--- config.mk ---
export PLATFORM = sky130hd
export DESIGN_NAME = indexed_list_engine_flat
export DESIGN_NICKNAME = d
export VERILOG_FILES = /design/src/ile_pkg.sv /design/src/ile_if.sv /design/src/indexed_list_engine.sv /design/src/flat_wrapper.sv
export SDC_FILE = /design/constraint.sdc
export NUM_CORES = 2
export LEC_CHECK = 0
export BUFFER_PORTS_ARGS = -buffer_cell sky130_fd_sc_hd__buf_2
export CORE_UTILIZATION = 55
export DETAILED_ROUTE_END_ITERATION = 8
export PLACE_DENSITY = 0.79
export SLEW_MARGIN = 20
export SYNTH_ARGS = -nofsm -noshare
export SYNTH_HDL_FRONTEND = slang
export SYNTH_SLANG_ARGS = --single-unit
--- constraint.sdc ---
create_clock -name clk -period 11.33 [get_ports clk]
set_clock_uncertainty 0.1 [all_clocks]
set_input_delay 2.266 -clock clk [delete_from_list [all_inputs] [get_ports clk]]
set_output_delay 2.266 -clock clk [all_outputs]
set_load 0.05 [all_outputs]
--- src/ile_pkg.sv ---
// ----------------------------------------------------------------------------
// ile_pkg
// Shared constants, command and status codes, and request/response types
// for the indexed list engine.
// ----------------------------------------------------------------------------
package ile_pkg;

  localparam int DEPTH   = 64;
  localparam int ADDR_W  = $clog2(DEPTH);
  localparam int CNT_W   = $clog2(DEPTH + 1);
  localparam int POS_W   = 6;
  localparam int ECNT_W  = 7;
  localparam int DATA_W  = 32;
  localparam int CMP_W   = (CNT_W > ECNT_W) ? CNT_W : ECNT_W;

  typedef enum logic [2:0] {
    CMD_INSERT = 3'd0,
    CMD_READ   = 3'd1,
    CMD_EDIT   = 3'd2,
    CMD_REMOVE = 3'd3,
    CMD_SEARCH = 3'd4,
    CMD_SORT   = 3'd5
  } command_t;

  typedef enum logic [1:0] {
    ST_OK        = 2'd0,
    ST_BAD_INDEX = 2'd1,
    ST_FULL      = 2'd2,
    ST_NOT_FOUND = 2'd3
  } status_t;

  typedef struct packed {
    logic [2:0]              command;
    logic [POS_W-1:0]        position;
    logic signed [DATA_W-1:0] data_value;
  } ile_req_t;

  typedef struct packed {
    status_t                  status;
    logic signed [DATA_W-1:0] read_data;
    logic [POS_W-1:0]         found_position;
    logic [ECNT_W-1:0]        entry_count;
  } ile_rsp_t;

endpackage

--- src/ile_if.sv ---
// ----------------------------------------------------------------------------
// ile_if
// Valid/ready channels for indexed list engine requests and responses.
// ----------------------------------------------------------------------------
interface ile_in_if;
  logic             valid;
  logic             ready;
  ile_pkg::ile_req_t payload;

  modport source (output valid, output payload, input ready);
  modport sink   (input valid, input payload, output ready);
endinterface

interface ile_out_if;
  logic             valid;
  logic             ready;
  ile_pkg::ile_rsp_t payload;

  modport source (output valid, output payload, input ready);
  modport sink   (input valid, input payload, output ready);
endinterface

--- src/indexed_list_engine.sv ---
// Edit, bad index, full, unused codes and sort of fewer than two entries answer
// directly; insert at the end and remove of the last entry go through the tail
// state; read, other inserts and removes, and search of a non-empty list scan first.
// Sort makes count - 1 passes, each one entry shorter than the last.
// One request at a time: the next is taken the cycle after its response is loaded.
// Reset (synchronous, rst_n low) empties the list; the store is not cleared.
// ----------------------------------------------------------------------------
// indexed_list_engine
// Packed list of signed entries in a synchronous memory with insert, read,
// edit, remove, search and sort, streamed one entry per cycle.
// ----------------------------------------------------------------------------
module indexed_list_engine (
  input logic       clk,
  input logic       rst_n,
  ile_in_if.sink    in_req,
  ile_out_if.source out_rsp
);
  import ile_pkg::*;

  typedef enum logic [3:0] {
    S_IDLE = 4'b0001,
    S_SCAN = 4'b0010,
    S_TAIL = 4'b0100,
    S_RESP = 4'b1000
  } state_t;

  logic [DATA_W-1:0] entry_mem_r [DEPTH];

  state_t            state_r, state_nxt;
  logic [CNT_W-1:0]  cnt_r, cnt_nxt;
  logic [CNT_W-1:0]  plen_r, plen_nxt;
  logic [2:0]        op_r, op_nxt;
  logic [ADDR_W-1:0] pos_r, pos_nxt;
  logic [DATA_W-1:0] key_r, key_nxt;
  logic [ADDR_W-1:0] scan_r, scan_nxt;
  logic [ADDR_W-1:0] last_r, last_nxt;
  logic              issue_r, issue_nxt;
  logic              rvld_r, rvld_nxt;
  logic [ADDR_W-1:0] raddr_r, raddr_nxt;
  logic [DATA_W-1:0] rdata_r;
  logic [DATA_W-1:0] carry_r, carry_nxt;
  logic              found_r, found_nxt;
  status_t           res_status_r, res_status_nxt;
  logic [DATA_W-1:0] res_rdata_r, res_rdata_nxt;
  logic [ADDR_W-1:0] res_fpos_r, res_fpos_nxt;
  logic              out_valid_r, out_valid_nxt;
  ile_rsp_t          out_r, out_nxt;

  logic              mem_we;
  logic [ADDR_W-1:0] mem_waddr;
  logic [DATA_W-1:0] mem_wdata;
  logic              mem_re;

  logic [CMP_W-1:0]  req_pos_w;
  logic [CMP_W-1:0]  cnt_w;

  assign req_pos_w = CMP_W'(in_req.payload.position);
  assign cnt_w     = CMP_W'(cnt_r);

  assign in_req.ready    = (state_r == S_IDLE);
  assign out_rsp.valid   = out_valid_r;
  assign out_rsp.payload = out_r;

  always_comb begin
    state_nxt      = state_r;
    cnt_nxt        = cnt_r;
    plen_nxt       = plen_r;
    op_nxt         = op_r;
    pos_nxt        = pos_r;
    key_nxt        = key_r;
    scan_nxt       = scan_r;
    last_nxt       = last_r;
    issue_nxt      = issue_r;
    rvld_nxt       = 1'b0;
    raddr_nxt      = scan_r;
    carry_nxt      = carry_r;
    found_nxt      = found_r;
    res_status_nxt = res_status_r;
    res_rdata_nxt  = res_rdata_r;
    res_fpos_nxt   = res_fpos_r;
    out_valid_nxt  = out_valid_r & ~out_rsp.ready;
    out_nxt        = out_r;
    mem_we         = 1'b0;
    mem_waddr      = pos_r;
    mem_wdata      = key_r;
    mem_re         = 1'b0;

    unique case (state_r)
      S_IDLE: begin
        if (in_req.valid) begin
          op_nxt         = in_req.payload.command;
          pos_nxt        = ADDR_W'(in_req.payload.position);
          key_nxt        = in_req.payload.data_value;
          found_nxt      = 1'b0;
          res_status_nxt = ST_OK;
          res_rdata_nxt  = '0;
          res_fpos_nxt   = '0;
          state_nxt      = S_RESP;
          unique case (in_req.payload.command)
            CMD_INSERT: begin
              if (req_pos_w > cnt_w) begin
                res_status_nxt = ST_BAD_INDEX;
              end else if (cnt_r == CNT_W'(DEPTH)) begin
                res_status_nxt = ST_FULL;
              end else if (req_pos_w == cnt_w) begin
                state_nxt = S_TAIL;
              end else begin
                scan_nxt  = ADDR_W'(cnt_r - CNT_W'(1));
                last_nxt  = ADDR_W'(in_req.payload.position);
                issue_nxt = 1'b1;
                state_nxt = S_SCAN;
              end
            end
            CMD_READ: begin
              if (req_pos_w >= cnt_w) begin
                res_status_nxt = ST_BAD_INDEX;
              end else begin
                scan_nxt  = ADDR_W'(in_req.payload.position);
                last_nxt  = ADDR_W'(in_req.payload.position);
                issue_nxt = 1'b1;
                state_nxt = S_SCAN;
              end
            end
            CMD_EDIT: begin
              if (req_pos_w >= cnt_w) begin
                res_status_nxt = ST_BAD_INDEX;
              end else begin
                mem_we    = 1'b1;
                mem_waddr = ADDR_W'(in_req.payload.position);
                mem_wdata = in_req.payload.data_value;
              end
            end
            CMD_REMOVE: begin
              if (req_pos_w >= cnt_w) begin
                res_status_nxt = ST_BAD_INDEX;
              end else if (req_pos_w + CMP_W'(1) == cnt_w) begin
                state_nxt = S_TAIL;
              end else begin
                scan_nxt  = ADDR_W'(in_req.payload.position) + ADDR_W'(1);
                last_nxt  = ADDR_W'(cnt_r - CNT_W'(1));
                issue_nxt = 1'b1;
                state_nxt = S_SCAN;
              end
            end
            CMD_SEARCH: begin
              if (cnt_r == '0) begin
                state_nxt = S_TAIL;
              end else begin
                scan_nxt  = '0;
                last_nxt  = ADDR_W'(cnt_r - CNT_W'(1));
                issue_nxt = 1'b1;
                state_nxt = S_SCAN;
              end
            end
            CMD_SORT: begin
              if (cnt_r >= CNT_W'(2)) begin
                plen_nxt  = cnt_r;
                scan_nxt  = '0;
                last_nxt  = ADDR_W'(cnt_r - CNT_W'(1));
                issue_nxt = 1'b1;
                state_nxt = S_SCAN;
              end
            end
            default: begin
              state_nxt = S_RESP;
            end
          endcase
        end
      end

      S_SCAN: begin
        // one read issued and one returned entry handled per cycle
        mem_re   = issue_r;
        rvld_nxt = issue_r;
        if (issue_r) begin
          if (scan_r == last_r) begin
            issue_nxt = 1'b0;
          end else if (op_r == CMD_INSERT) begin
            scan_nxt = scan_r - ADDR_W'(1);
          end else begin
            scan_nxt = scan_r + ADDR_W'(1);
          end
        end
        if (rvld_r) begin
          unique case (op_r)
            CMD_READ: begin
              res_rdata_nxt = rdata_r;
            end
            CMD_INSERT: begin
              mem_we    = 1'b1;
              mem_waddr = raddr_r + ADDR_W'(1);
              mem_wdata = rdata_r;
            end
            CMD_REMOVE: begin
              mem_we    = 1'b1;
              mem_waddr = raddr_r - ADDR_W'(1);
              mem_wdata = rdata_r;
            end
            CMD_SEARCH: begin
              if (rdata_r == key_r) begin
                found_nxt    = 1'b1;
                res_fpos_nxt = raddr_r;
                issue_nxt    = 1'b0;
                rvld_nxt     = 1'b0;
              end
            end
            CMD_SORT: begin
              // carry holds the largest entry seen so far in this pass
              if (raddr_r == '0) begin
                carry_nxt = rdata_r;
              end else begin
                mem_we    = 1'b1;
                mem_waddr = raddr_r - ADDR_W'(1);
                if ($signed(carry_r) > $signed(rdata_r)) begin
                  mem_wdata = rdata_r;
                end else begin
                  mem_wdata = carry_r;
                  carry_nxt = rdata_r;
                end
              end
            end
            default: begin
              mem_we = 1'b0;
            end
          endcase
        end
        if (!issue_r && !rvld_r) begin
          state_nxt = S_TAIL;
        end
      end

      S_TAIL: begin
        state_nxt = S_RESP;
        unique case (op_r)
          CMD_INSERT: begin
            mem_we    = 1'b1;
            mem_waddr = pos_r;
            mem_wdata = key_r;
            cnt_nxt   = cnt_r + CNT_W'(1);
          end
          CMD_REMOVE: begin
            cnt_nxt = cnt_r - CNT_W'(1);
          end
          CMD_SEARCH: begin
            res_status_nxt = found_r ? ST_OK : ST_NOT_FOUND;
          end
          CMD_SORT: begin
            mem_we    = 1'b1;
            mem_waddr = ADDR_W'(plen_r - CNT_W'(1));
            mem_wdata = carry_r;
            plen_nxt  = plen_r - CNT_W'(1);
            if (plen_r > CNT_W'(2)) begin
              scan_nxt  = '0;
              last_nxt  = ADDR_W'(plen_r - CNT_W'(2));
              issue_nxt = 1'b1;
              state_nxt = S_SCAN;
            end
          end
          default: begin
            state_nxt = S_RESP;
          end
        endcase
      end

      S_RESP: begin
        if (!out_valid_r || out_rsp.ready) begin
          out_valid_nxt          = 1'b1;
          out_nxt.status         = res_status_r;
          out_nxt.read_data      = res_rdata_r;
          out_nxt.found_position = POS_W'(res_fpos_r);
          out_nxt.entry_count    = ECNT_W'(cnt_r);
          state_nxt              = S_IDLE;
        end
      end

      default: begin
        state_nxt = S_IDLE;
      end
    endcase
  end

  always_ff @(posedge clk) begin
    if (mem_we) begin
      entry_mem_r[mem_waddr] <= mem_wdata;
    end
    if (mem_re) begin
      rdata_r <= entry_mem_r[scan_r];
    end
  end

  always_ff @(posedge clk) begin
    if (!rst_n) begin
      state_r     <= S_IDLE;
      cnt_r       <= '0;
      issue_r     <= 1'b0;
      rvld_r      <= 1'b0;
      out_valid_r <= 1'b0;
    end else begin
      state_r     <= state_nxt;
      cnt_r       <= cnt_nxt;
      issue_r     <= issue_nxt;
      rvld_r      <= rvld_nxt;
      out_valid_r <= out_valid_nxt;
    end
  end

  always_ff @(posedge clk) begin
    plen_r       <= plen_nxt;
    op_r         <= op_nxt;
    pos_r        <= pos_nxt;
    key_r        <= key_nxt;
    scan_r       <= scan_nxt;
    last_r       <= last_nxt;
    raddr_r      <= raddr_nxt;
    carry_r      <= carry_nxt;
    found_r      <= found_nxt;
    res_status_r <= res_status_nxt;
    res_rdata_r  <= res_rdata_nxt;
    res_fpos_r   <= res_fpos_nxt;
    out_r        <= out_nxt;
  end

`ifndef SYNTHESIS
  a_rvld_in_scan: assert property (@(posedge clk) disable iff (!rst_n)
    rvld_r |-> state_r == S_SCAN)
    else $error("read data pending outside scan");

  a_count_bound: assert property (@(posedge clk) disable iff (!rst_n)
    cnt_r <= CNT_W'(DEPTH))
    else $error("entry count above depth");

  a_accept_leaves_idle: assert property (@(posedge clk) disable iff (!rst_n)
    in_req.valid && in_req.ready |=> state_r != S_IDLE)
    else $error("accepted request did not start");

  a_resp_loads: assert property (@(posedge clk) disable iff (!rst_n)
    state_r == S_RESP && (!out_valid_r || out_rsp.ready) |=>
      out_valid_r && state_r == S_IDLE)
    else $error("response not loaded");
`endif

endmodule

--- src/flat_wrapper.sv ---
// flat-port wrapper written by rule: the top's interface ports become plain ports
module indexed_list_engine_flat import ile_pkg::*;
  (clk, rst_n, in_req_valid, in_req_payload, in_req_ready, out_rsp_valid, out_rsp_payload, out_rsp_ready);
  ile_in_if in_req_i ();
  ile_out_if out_rsp_i ();
  input logic clk;
  input logic rst_n;
  input wire logic [$bits(in_req_i.valid)-1:0] in_req_valid;
  input wire logic [$bits(in_req_i.payload)-1:0] in_req_payload;
  output wire logic [$bits(in_req_i.ready)-1:0] in_req_ready;
  output wire logic [$bits(out_rsp_i.valid)-1:0] out_rsp_valid;
  output wire logic [$bits(out_rsp_i.payload)-1:0] out_rsp_payload;
  input wire logic [$bits(out_rsp_i.ready)-1:0] out_rsp_ready;
  assign in_req_i.valid = in_req_valid;
  assign in_req_i.payload = in_req_payload;
  assign in_req_ready = in_req_i.ready;
  assign out_rsp_valid = out_rsp_i.valid;
  assign out_rsp_payload = out_rsp_i.payload;
  assign out_rsp_i.ready = out_rsp_ready;
  indexed_list_engine u_core (.clk(clk), .rst_n(rst_n), .in_req(in_req_i), .out_rsp(out_rsp_i));
endmodule
### Word level (Yosys, flattened, before mapping)

Memories as Yosys holds them, arrays and structs flattened. A register that Yosys moved wholly into a read port is not among the register bits.
Index checks and enable logic that the tools add are counted.

* mux-type cells: 124
* equality and inequality tests: 42
* bitwise operators: 2
* $lt $le $gt $ge: 5
* add/subtract/negate cells: 10
* reduce and logical (&&, ||, !) cells: 29

Operators with widths (number)
* 2-to-1 mux 32 bit: 12
* 2-to-1 mux 6 bit: 34
* one-hot mux 32 bit (2 select lines): 2
* one-hot mux 32 bit (3 select lines): 1
* one-hot mux 6 bit (5 select lines): 2
* one-hot mux 6 bit (3 select lines): 3
* 2-to-1 mux 4 bit: 10
* 2-to-1 mux 1 bit: 35
* equality test 32 bit: 1
* > comparator 32 bit: 1
* 2-to-1 mux 7 bit: 4
* one-hot mux 7 bit (2 select lines): 2
* AND reduction 13 bit: 2
* one-hot mux 6 bit (2 select lines): 2
* inequality test 2 x 1 -> 1 bit, second input constant: 11
* inequality test 3 bit, second input constant: 7
* one-hot mux 4 bit (5 select lines): 1
* adder 6 x 1 -> 6 bit, second input constant: 3
* one-hot mux 4 bit (4 select lines): 1
* AND reduction 15 bit: 1
* subtractor 7 x 1 -> 7 bit, second input constant: 2
* equality test 3 bit, second input constant: 4
* subtractor 6 x 1 -> 6 bit, second input constant: 2
* 2-to-1 mux 2 bit: 5
* 41 further kinds: 64

* RAM bits: 2048
* memories kept: 1
* input bits: 45
* register bits: 200
* word-level logic and storage cells: 234
* output and inout bits: 49

Memories
* u_core.entry_mem_r: words 64, width 32, read ports 1, clocked after memory_dff 1, wr ports 1, RTL line indexed_list_engine.sv:27 `logic [DATA_W-1:0] entry_mem_r [DEPTH];`

### Longest topological paths before layout

* depth in word-level cells: 7
* mapped depth: 13
* mapped depth without buffers: 10

### Worst setup path before layout

Ideal clock, no wire load.

* path type: input-to-reg
* start: input port in_req_payload[34]
* end: memory u_core.entry_mem_r[0][24] (data pin)
* buffers on the path: 2
* stages: 11
* library setup time: 0.701 ns
* path slack: 4.040 ns
* arrival time: 6.489 ns
* cell sequence: ha_1 > a21oi_1 > o21ai_0 > a211oi_4 > and2_1 > buf_4 > buf_2 > a221oi_1 > nand2_1 > a22oi_1 > o21ai_0

* longest elaborated chain between the ends: 5

Ends and longest elaborated chain
* start: declaration: RTL line flat_wrapper.sv:9 `input wire logic [$bits(in_req_i.payload)-1:0] in_req_payload;`
* >= comparator 6 x 7 -> 1 bit: RTL line indexed_list_engine.sv:125 `if (req_pos_w >= cnt_w) begin`
* 2-to-1 mux 32 bit: RTL line indexed_list_engine.sv:125
* 2-to-1 mux 32 bit: RTL line indexed_list_engine.sv:99 `unique case (in_req.payload.command)`
* 2-to-1 mux 32 bit: RTL line indexed_list_engine.sv:90 `if (in_req.valid) begin`
* one-hot mux 32 bit (3 select lines): RTL line indexed_list_engine.sv:88 `unique case (state_r)`
* named net u_core.mem_wdata[24]: RTL line indexed_list_engine.sv:51 `logic [DATA_W-1:0] mem_wdata;`
* end: declaration: RTL line indexed_list_engine.sv:27

The timed path passes the listed nets, and every way through them passes these cells.

### Worst setup path after layout

* start: input port in_req_payload[32]
* end: memory u_core.entry_mem_r[21][10] (enable)

* longest elaborated chain between the ends: 7
* elaborated cells between the ends (all ways): 11

Ends and longest elaborated chain
* >= comparator 6 x 7 -> 1 bit: RTL line indexed_list_engine.sv:125
* 2-to-1 mux 1 bit: RTL line indexed_list_engine.sv:125
* 2-to-1 mux 1 bit: RTL line indexed_list_engine.sv:99
* 2-to-1 mux 1 bit: RTL line indexed_list_engine.sv:90
* one-hot mux 1 bit (3 select lines): RTL line indexed_list_engine.sv:88
* 2-to-1 mux 1 bit: RTL line indexed_list_engine.sv:283 `if (mem_we) begin`
* 2-to-1 mux 1 bit (implied by the code): RTL line indexed_list_engine.sv:284 `entry_mem_r[mem_waddr] <= mem_wdata;`

Parallel ways exist; a longest one is shown, timed or not.

==> impl_metrics.ini <==
[status]
run_status = complete, no violations

[yosys]
ys_warn_count = 0
ys_async_sr_fraction_pct = 0
synthFlopType = edfxtp_1
synth_top_family_by_area = multiplexers
synthSimpleGateAreaFrac_pct = 2.17
syn_area_sq_um = 90500
syn_nets = 4278
yosys.area.top_type = edfxtp_1
synth-edff-count = 2260
synth_top_area_share_pct = 75.0
syn_inst = 4179
ys_ff_latch = 2280
synth.most_common_cell = edfxtp_1
netlist_top_cells_count = 2,260 x edfxtp_1, 660 x mux4_2, 147 x nor2_1
synth_xor_area_share_pct = 0.741
ys_types = 75
synth.avg_cell_area_sq_um = 21.7
ys_seq_area_share_pct = 75.4
synth_fa_ha_area_share_pct = 0.755
synth_compound_area_share_pct = 2.58
synth.area.mux_share_pct = 17.1
synth_area_leaders = edfxtp_1 75%, mux4_2 16%, ha_1 0.73%, nor2_1 0.61%, nand2_1 0.60%

[finish]
nFillCells = 9968
multi_input_area_sq_um = 21900
final_layout_size_suffix_gt1_share_pct = 28.5
fin_nets = 4464
areaGrowthSynthToFinish_pct = 12.1
regArea_sq_um = 68300
final_area_sq_um = 101000

[cts]
cts_hold_buf = 0
cts_tree = yes
cts-root-buf = clkbuf_16
post_cts_buffers = 0
cts_resized = 0
cts_num_sinks = 2280
clockBufferDepth = 3
clk_latency_ps = 860
numCtsBuffers = 211
cts.clk_slew.worst_paths_ps = 60
htreeDepth = 4

[timing]
period_needed_ps = 6670
maxSlewHeadroom_pct = 22.9
grt_setup_unrepaired = false
hold_viol_final = 0
post-route-period-util_pct = 58.9
fmax_mhz = 150
drv_slew = 0
tightest_slew_ps = 1150
setup_violations = 0
setup_tns_ps = 0

[flow_run]
drv_cap = 0

[global_route]
grt_max_degree = 112
grt_pass1_wl_mm = 359
grt_usage_pct = 30.8
antenna_found_initial = 22
grt_pass1_vias = 46700
grt-ovfl-total = 0

[critical_path]
slowest_stage = nor2_4
worstSetupPathType = input port to register
crit_arrival_ps = 7040
path_cells = buf_2 -> inv_1 -> ha_1 -> nor2b_1 -> o21ai_0 -> a211oi_4 -> and2_1 -> buf_4 -> a221o_1 -> a21oi_1 -> nand3_1 -> nor2_4
reg2reg_from = u_core.raddr_r[1]
cpLargestDelayFamily = simple AND/OR/NAND/NOR gates
crit_path_start_kind = input port
cp_data_required_time_ps = 11700
cp-startpoint = in_req_payload[32]
path_max_fanout = 39
cp-end-kind = register
slowest_delay_ps = 1220
regToRegSetupSlack_ps = 5520
critPathBufInv = 3

[floorplanning]
row_count = 148
fp.dieW_microns = 408
start_util_pct = 55.5
io_pins = 94
fp.coreArea_sq_um = 163000
die_area_sq_um = 166000
die_y_microns = 408

[detailed_routing]
firstDrtPassIters = 8
drt_wl_total_mm = 256
drc = 0
drtIter0Drc = 8796
postRouteAntennaNets = 0
viasPerCell = 7.15
vias = 48100
wire_per_inst_microns = 38.0

[worst_hold_path]
hp-start = u_core.res_rdata_r[27]
min_path_type = register to register

[placed_design]
postPlaceCellArea_sq_um = 94300
port_buffers = 93
hpwl_mm = 137
place_congestion = 0.918

[pwr]
peakVddDrop_uv = 312
p_per_area_nw_per_um2 = 286
p_leak_nw = 31.8
-- path summary, 6_finish.rpt --
path	end	depth (start not counted)
setup / recovery	u_core.entry_mem_r[21][10]	12
hold / removal	u_core.out_rsp.payload[40]	0
setup reg to reg	u_core.entry_mem_r[24][14]	9
hold reg to reg	u_core.out_rsp.payload[40]	0
-- metal layers --
metal	part of all wire, %	global-route usage (%)
met1	35	42.9
met2	46	46.1
met3	14	8.32
met4	5.5	13.9
met5	0.054	0
-- logic make-up after synthesis --
logic type	count (synthesis)
compound gates	347
xor+xnor	75
mux	717
buf+inv	278
fa+ha+maj	54
flops	2280
simple gates	428
-- cell type report --
class | count | area share, %
Antenna cell | 4 | 0.00987
Clock buffer | 272 | 5.56
Clock inverter | 117 | 1.23
Inverter | 64 | 0.237
Multi-Input combinational cell | 1621 | 21.6
Sequential cell | 2280 | 67.3
Tap cell | 2175 | 2.68
Timing Repair Buffer | 187 | 1.40
-- worst reg2reg max path: stages (launching register included) --
cell and delay [ps]:
dfxtp_1 360, inv_1 170, ha_1 320, nor4b_1 570, nand2_1 290, nor2_1 690
a21o_1 720, a221o_1 420, nand3_2 630, nor2_4 1130
-- sequential cells by signal, summed over array words and instances (netlist names), 7 cells and up --
| signal | cells |
|---|---|
| u_core.entry_mem_r | 2048 |
| u_core.out_rsp.payload | 47 |
| u_core.carry_r | 32 |
| u_core.key_r | 32 |
| u_core.rdata_r | 32 |
| u_core.res_rdata_r | 32 |
| u_core.cnt_r | 7 |
| u_core.plen_r | 7 |
-- stage by stage --
| step | hold WS, ps | total power [mW] | setup slack (ps) | cells | utilization, % |
|---|---|---|---|---|---|
| 6_report | 318 | 29.1 | 4660 | 6720 | 62.2 |
| 2_1_floorplan | 246 | 17.2 | 4040 | 4179 | - |
| 3_5_place_dp | 305 | 21.2 | 4060 | 6318 | 57.8 |
| 5_1_grt | 330 | 29.5 | 4530 | 6716 | 62.2 |
| 3_3_place_gp | 301 | 20.9 | 4150 | 6317 | 57.8 |
| 4_1_cts | 320 | 28.7 | 4790 | 6707 | 62.0 |
-- cell usage in the layout (no fill, tap or decap), types with 12 or more instances in the layout --
| master | n |
|---|---|
| a211oi_1 | 12 |
| clkinv_2 | 29 |
| bufinv_16 | 24 |
| o21ai_0 | 75 |
| nor2_4 | 64 |
| nand3_1 | 34 |
| xnor2_1 | 41 |
| ha_1 | 53 |
| dfxtp_1 | 20 |
| clkbuf_16 | 217 |
| a21oi_1 | 83 |
| xor2_1 | 33 |
| nor3_1 | 16 |
| clkinv_1 | 44 |
| mux4_2 | 660 |
| o211ai_1 | 15 |
| nand2_1 | 134 |
| buf_4 | 77 |
| mux2_2 | 36 |
| buf_2 | 93 |
| mux2i_1 | 21 |
| a221oi_1 | 12 |
| edfxtp_1 | 2260 |
| a22oi_1 | 22 |
| clkbuf_1 | 55 |
| buf_12 | 12 |
| inv_1 | 63 |
| a221o_1 | 17 |
| nor2_1 | 81 |
-- power breakdown --
part	leakage [nW]	internal (mW)	total, mW	switching (mW)
sequential	20.6	11.7	11.8	0.132
combinational	7.85	3.06	9.99	6.92
clock	3.33	4.06	7.28	3.22
total	31.8	18.8	29.1	10.3
No activity file was read; power rests on OpenSTA's default activity.
